**src/rtl/nmp_pkg.sv**
```systemverilog
// Shared types, constants and the byte decode table for the normal perturb block.
// No dependencies; imported by every module of the block.
package nmp_pkg;

  localparam int ONE_Q14    = 16384;
  localparam int QDEPTH     = 4;
  localparam int QAW        = $clog2(QDEPTH);
  localparam int SQRT_STEPS = 32;
  localparam int DIV_STEPS  = 15;
  localparam int SQ_RW      = 35;
  localparam int DV_RW      = 48;

  // One summed vector passed from front to back
  typedef struct packed {
    logic signed [31:0] sx;
    logic signed [31:0] sy;
    logic signed [31:0] sz;
    logic               degen;
  } nmp_item_t;

  // Queue status seen by the top level
  typedef struct packed {
    logic full;
    logic empty;
  } nmp_qstat_t;

  typedef logic signed [15:0] dec_tab_t [256];

  // round((2b-255)*16384/255), halves away from zero; built at elaboration
  function automatic dec_tab_t build_dec_tab();
    dec_tab_t tab;
    int t;
    int mag;
    int d;
    for (int b = 0; b < 256; b++) begin
      t = 2 * b - 255;
      mag = (t < 0 ? -t : t) * ONE_Q14;
      d = (2 * mag + 255) / 510;
      tab[b] = 16'(t < 0 ? -d : d);
    end
    return tab;
  endfunction

  localparam dec_tab_t DEC_TAB = build_dec_tab();

endpackage

```
**src/rtl/nmp_queue.sv**
```systemverilog
// Short register queue between front and back.
// Depends on nmp_pkg.
module nmp_queue (
  input  logic                 clk,
  input  logic                 rst,
  input  logic                 push_valid,
  output logic                 push_stall,
  input  nmp_pkg::nmp_item_t   push_item,
  output logic                 pop_valid,
  input  logic                 pop_stall,
  output nmp_pkg::nmp_item_t   pop_item,
  output nmp_pkg::nmp_qstat_t  stat
);
  import nmp_pkg::*;

  nmp_item_t      mem [QDEPTH];
  logic [QAW-1:0] wr_ptr, rd_ptr;
  logic [QAW:0]   count;
  logic           push, pop;

  assign stat.full  = (count == (QAW+1)'(QDEPTH));
  assign stat.empty = (count == '0);
  assign push_stall = stat.full;
  assign pop_valid  = ~stat.empty;
  assign pop_item   = mem[rd_ptr];
  assign push       = push_valid & ~stat.full;
  assign pop        = pop_valid & ~pop_stall;

  // pointers and fill count
  always_ff @(posedge clk) begin
    if (rst) begin
      wr_ptr <= '0;
      rd_ptr <= '0;
      count  <= '0;
    end else begin
      if (push) wr_ptr <= wr_ptr + 1'b1;
      if (pop)  rd_ptr <= rd_ptr + 1'b1;
      if (push && !pop) count <= count + 1'b1;
      else if (pop && !push) count <= count - 1'b1;
    end
  end

  always_ff @(posedge clk) begin
    if (push) mem[wr_ptr] <= push_item;
  end

endmodule

```
**config.mk**
```make
export PLATFORM = sky130hd
export DESIGN_NAME = nmp_queue
export DESIGN_NICKNAME = d
export VERILOG_FILES = /design/src/rtl/nmp_pkg.sv /design/src/rtl/nmp_queue.sv
export SDC_FILE = /design/constraint.sdc
export NUM_CORES = 1
export LEC_CHECK = 0
export BUFFER_PORTS_ARGS = -buffer_cell sky130_fd_sc_hd__buf_4
export CORE_UTILIZATION = 40
export DETAILED_ROUTE_END_ITERATION = 10
export GPL_TIMING_DRIVEN = 0
export PLACE_DENSITY = 0.6
export SLEW_MARGIN = 20
export SYNTH_ARGS = -nofsm -noshare
export SYNTH_HDL_FRONTEND = slang
export SYNTH_SLANG_ARGS = --single-unit
export TNS_END_PERCENT = 20
```
**constraint.sdc**
```tcl
create_clock -name clk -period 4 [get_ports clk]
set_input_delay 0.8 -clock clk [delete_from_list [all_inputs] [get_ports clk]]
set_output_delay 0.8 -clock clk [all_outputs]
set_load 0.02 [all_outputs]
```
==> metrics.txt <==
# TYPE chip_impl_metric gauge
chip_impl_info{name="status",value="completed"} 1
chip_impl_metric{name="slew_headroom",unit="%"} 49.29
chip_impl_metric{name="final_cell_area",unit="mm²"} 0.01801
chip_impl_metric{name="power.net_switching",unit="mW"} 3.029
chip_impl_metric{name="floorplan.die_area",unit="mm²"} 0.03695
chip_impl_metric{name="path_clk_slew",unit="ns"} 0.06
chip_impl_metric{name="clock_path_buffers",unit=""} 3
chip_impl_metric{name="grt_first_pass_wirelength",unit="µm"} 41700
chip_impl_info{name="post-synth-top-area-cell",value="sky130_fd_sc_hd__edfxtp_1"} 1
chip_impl_metric{name="synthesis.yosys.warnings",unit=""} 0
chip_impl_metric{name="route.vias.total",unit=""} 6511
chip_impl_metric{name="synth_cell_type_count",unit=""} 23
chip_impl_metric{name="detailedPlacementHpwl",unit="µm"} 17810
chip_impl_metric{name="drt_pre_antenna_iters",unit=""} 4
chip_impl_metric{name="power.sequential.fraction",unit="%"} 44.4
chip_impl_metric{name="route.detailed.drc",unit=""} 0
chip_impl_info{name="rsz0062_at_grt",value="no"} 1
chip_impl_metric{name="syn-mean-instance-area",unit="µm²"} 25.89
chip_impl_metric{name="cts-buffers-inserted",unit=""} 41
chip_impl_metric{name="route.final.wire_length",unit="µm"} 27770
chip_impl_metric{name="cts_sinks",unit=""} 397
chip_impl_info{name="timing.setup.critical_path_class",value="flip-flop to output pin"} 1
chip_impl_info{name="regToRegEndpoint",value="count[2]"} 1
chip_impl_metric{name="postRouteAntennaNets",unit=""} 0
chip_impl_metric{name="cts_post_setup_buffers_inserted",unit=""} 0
chip_impl_metric{name="floorplan.io_pins",unit=""} 202
chip_impl_metric{name="routedWlPerCell",unit="µm"} 21.36
chip_impl_info{name="capturing_element_type_of_the_critical_path",value="output pin"} 1
chip_impl_metric{name="p_leak",unit="nW"} 6.040
chip_impl_metric{name="fin_nets",unit=""} 917
chip_impl_metric{name="die_y",unit="µm"} 192.2
chip_impl_metric{name="cp_max_fo",unit=""} 10
chip_impl_metric{name="vias_per_cell",unit=""} 5.008
chip_impl_metric{name="combinational_fraction_of_design_power",unit="%"} 24.2
chip_impl_metric{name="total_setup_violations_reported_at_the_end_of_the_flow",unit=""} 0
chip_impl_metric{name="antenna_violations_before_repair",unit=""} 0
chip_impl_metric{name="clock_latency_reported_for_the_late_side_of_the_worst_skew_pair",unit="ns"} 0.54
chip_impl_metric{name="grt_start_max_net_pins",unit=""} 41
chip_impl_metric{name="peak_supply_drop",unit="µV"} 467.8
chip_impl_info{name="tritoncts_clock_tree",value="built"} 1
chip_impl_metric{name="core_area",unit="mm²"} 0.03557
chip_impl_info{name="timing.rr.start",value="count[2]"} 1
chip_impl_metric{name="wl_met1",unit="µm"} 11110
chip_impl_metric{name="initial_core_util",unit="%"} 40.69
chip_impl_metric{name="post_cts_hold_buffer_count",unit=""} 0
chip_impl_metric{name="cp_data_required_time",unit="ns"} 3.20
chip_impl_metric{name="synth_area",unit="mm²"} 0.01447
chip_impl_metric{name="critPathArrivalTime",unit="ns"} 2.35
chip_impl_metric{name="clock_power_share",unit="%"} 31.4
chip_impl_metric{name="layout-drive-gt1-share",unit="%"} 45.35
chip_impl_info{name="holdCritPathClass",value="input port to flip-flop"} 1
chip_impl_metric{name="die_w",unit="µm"} 192.2
chip_impl_info{name="clock_tree.root_cell",value="sky130_fd_sc_hd__clkbuf_16"} 1
chip_impl_info{name="crit_path_start_kind",value="flip-flop"} 1
chip_impl_metric{name="finalWorstSetupSlack",unit="ns"} 0.8495
chip_impl_metric{name="worstMarginPinSlew",unit="ns"} 0.7590
chip_impl_metric{name="reg2reg_depth",unit=""} 8
chip_impl_metric{name="grt-ovfl-total",unit=""} 0
chip_impl_metric{name="synthesis.instances",unit=""} 559
chip_impl_metric{name="finalWeightedCongestion",unit=""} 0.7094
chip_impl_metric{name="syn2layout_area_growth",unit="%"} 24.46
chip_impl_metric{name="hold-path-cell-count",unit=""} 1
chip_impl_metric{name="io_buffers",unit=""} 200
chip_impl_metric{name="detailed_place.area",unit="mm²"} 0.01675
chip_impl_metric{name="grtUsageTotal",unit="%"} 15.40
chip_impl_metric{name="worst_clock_skew",unit="ns"} 0.01958
chip_impl_metric{name="clock.fmax",unit="GHz"} 0.3174
chip_impl_metric{name="yosys_top_cell_area_share",unit="%"} 80.50
chip_impl_metric{name="number_of_global_route_vias_before_repair",unit=""} 7336
chip_impl_metric{name="floorplan.rows",unit=""} 69
chip_impl_metric{name="slew_viol_final",unit=""} 0
chip_impl_metric{name="maxCapViolCount",unit=""} 0
chip_impl_metric{name="dr_wl_met3",unit="µm"} 2307
chip_impl_info{name="synthTopCellsByArea",value="sky130_fd_sc_hd__edfxtp_1 80%, sky130_fd_sc_hd__mux4_2 15%, sky130_fd_sc_hd__dfxtp_1 1.2%"} 1
chip_impl_metric{name="post_cts_resize_count",unit=""} 0
chip_impl_metric{name="hold_viol_final",unit=""} 0
chip_impl_metric{name="synth-seq-cells",unit=""} 397
chip_impl_metric{name="power.internal",unit="mW"} 8.432
chip_impl_info{name="whs_endpoint",value="mem[3][10]"} 1
chip_impl_metric{name="num-fill-cells",unit=""} 2823
chip_impl_metric{name="sequential_to_total_area_share_from_yosys_stat",unit="%"} 81.74
chip_impl_metric{name="power.share.switching",unit="%"} 26.43
chip_impl_metric{name="final_min_period",unit="ns"} 3.151
chip_impl_metric{name="final.setup.tns",unit="ns"} 0
chip_impl_metric{name="met2_length",unit="µm"} 13740
chip_impl_metric{name="drtIter0Drc",unit=""} 260
chip_impl_metric{name="setup.reg_to_reg.worst_slack",unit="ns"} 1.48
chip_impl_metric{name="power_dens_cells",unit="mW/mm²"} 636.2
chip_impl_metric{name="place_worst_setup_slack",unit="ns"} 1.125
chip_impl_metric{name="htree_levels",unit=""} 2
chip_impl_metric{name="synthesis.nets",unit=""} 666
chip_impl_info{name="dr.max_layer_used",value="met4"} 1
chip_impl_metric{name="final_min_period_over_clock_period",unit="%"} 78.76
chip_impl_info{name="hold_start",value="push_item[10]"} 1
-- area by class of cell --
class                   instances  area, µm²  share of cell area [%]
flip-flops and latches        397      11830                   65.68
multi-input cells             133       2459                   13.65
repair buffers                208       1692                   9.390
clock buffers                  51       1064                   5.904
well taps                     461      576.8                   3.202
clock inverters                20      196.4                   1.090
plain buffers                  24      175.2                  0.9724
inverters                       5      18.77                  0.1042
diodes                          1      2.502                 0.01389
-- logic make-up after synthesis --
logic type,synth area share [%]
flip-flops,81.74
multiplexers,15.23
buffers and inverters,1.340
AND/OR/NAND/NOR,0.6829
AO/OA/AOI/OAI,0.3112
adder cells (fa/ha/maj),0.5705
XOR/XNOR,0.1210
-- critical path, stage by stage, from the launching register on --
cell,delay [ns]
sky130_fd_sc_hd__dfxtp_1,0.31
sky130_fd_sc_hd__buf_2,0.28
sky130_fd_sc_hd__buf_2,0.32
sky130_fd_sc_hd__buf_2,0.34
sky130_fd_sc_hd__mux4_2,0.38
sky130_fd_sc_hd__buf_4,0.18
-- state kept, by name (all words and copies together), names as in the netlist, named ones only --
| name | cells |
|---|---|
| count | 3 |
| wr_ptr | 2 |
| rd_ptr | 2 |
| mem | 388 |
-- per-stage QoR --
step | utilization [%] | hold WS [ns] | cells | total power, mW
3_5_place_dp | 47.10 | 0.5053 | 1228 | 8.013
5_1_grt | 50.64 | 0.4188 | 1299 | 11.96
3_3_place_gp | 46.54 | 0.4699 | 1220 | 7.932
2_1_floorplan | - | 0.4591 | 559 | 6.881
6_report | 50.65 | 0.4567 | 1300 | 11.46
4_1_cts | 50.64 | 0.4185 | 1299 | 11.64
-- cells in the final DEF, fill, tap and decap left out --
master | netlist | final
sky130_fd_sc_hd__buf_6 | 1 | 1
sky130_fd_sc_hd__clkinv_4 | 0 | 1
sky130_fd_sc_hd__o21ai_0 | 4 | 4
sky130_fd_sc_hd__clkinv_1 | 0 | 8
sky130_fd_sc_hd__nor2_1 | 3 | 3
sky130_fd_sc_hd__xor2_1 | 2 | 2
sky130_fd_sc_hd__nor3b_1 | 1 | 1
sky130_fd_sc_hd__clkinv_2 | 0 | 6
sky130_fd_sc_hd__clkinvlp_4 | 0 | 1
sky130_fd_sc_hd__buf_4 | 1 | 201
sky130_fd_sc_hd__nand2b_1 | 3 | 3
sky130_fd_sc_hd__dfxtp_1 | 9 | 9
sky130_fd_sc_hd__inv_1 | 5 | 5
sky130_fd_sc_hd__nor3_1 | 1 | 1
sky130_fd_sc_hd__mux2i_1 | 2 | 2
sky130_fd_sc_hd__diode_2 | 0 | 1
sky130_fd_sc_hd__clkbuf_16 | 0 | 41
sky130_fd_sc_hd__fa_1 | 1 | 1
sky130_fd_sc_hd__clkbuf_1 | 7 | 17
sky130_fd_sc_hd__mux4_2 | 97 | 97
sky130_fd_sc_hd__bufinv_16 | 0 | 4
sky130_fd_sc_hd__buf_2 | 11 | 11
sky130_fd_sc_hd__or2_2 | 1 | 1
sky130_fd_sc_hd__buf_12 | 3 | 7
sky130_fd_sc_hd__a21oi_1 | 5 | 5
sky130_fd_sc_hd__buf_8 | 1 | 1
sky130_fd_sc_hd__buf_16 | 0 | 4
sky130_fd_sc_hd__or3_1 | 4 | 4
sky130_fd_sc_hd__edfxtp_1 | 388 | 388
sky130_fd_sc_hd__and2_4 | 0 | 4
sky130_fd_sc_hd__ha_1 | 5 | 5
-- worst max-delay path by stage --
stage / endpoint / start
finish: pop_item[73] / flip-flop
global route: pop_item[77] / flip-flop
CTS: pop_item[73] / flip-flop
detailed placement: mem[1][59] / push_valid
global placement: mem[1][55] / push_valid
floorplan: mem[1][0] / push_valid
-- Yosys cell counts --
library cell,count
sky130_fd_sc_hd__clkbuf_1,7
sky130_fd_sc_hd__nor2_1,3
sky130_fd_sc_hd__mux4_2,97
sky130_fd_sc_hd__xor2_1,2
sky130_fd_sc_hd__buf_4,1
sky130_fd_sc_hd__buf_2,11
sky130_fd_sc_hd__inv_1,5
sky130_fd_sc_hd__nor3b_1,1
sky130_fd_sc_hd__mux2i_1,2
sky130_fd_sc_hd__and2_1,4
sky130_fd_sc_hd__buf_8,1
sky130_fd_sc_hd__dfxtp_1,9
sky130_fd_sc_hd__or2_2,1
sky130_fd_sc_hd__ha_1,5
sky130_fd_sc_hd__edfxtp_1,388
sky130_fd_sc_hd__nand2b_1,3
sky130_fd_sc_hd__buf_6,1
sky130_fd_sc_hd__or3_1,4
sky130_fd_sc_hd__nor3_1,1
sky130_fd_sc_hd__a21oi_1,5
sky130_fd_sc_hd__buf_12,3
sky130_fd_sc_hd__o21ai_0,4
sky130_fd_sc_hd__fa_1,1
-- power groups by stage --
stage | clock network, mW | registers, mW | logic (mW)
after global routing | 3.87 | 5.12 | 2.97
after floorplan | 0 | 5.17 | 1.71
after detailed placement | 0 | 5.18 | 2.84
after CTS | 3.71 | 5.09 | 2.84
final | 3.60 | 5.09 | 2.77
after global placement | 0 | 5.21 | 2.72
-- routing by layer --
metal  up-vias  track usage [%]
met2       189            25.55
met5         -                0
met4         0            4.755
met3        50            5.207
met1      3374            19.00
li1       2898                -
(Power assumes the default switching activity.)
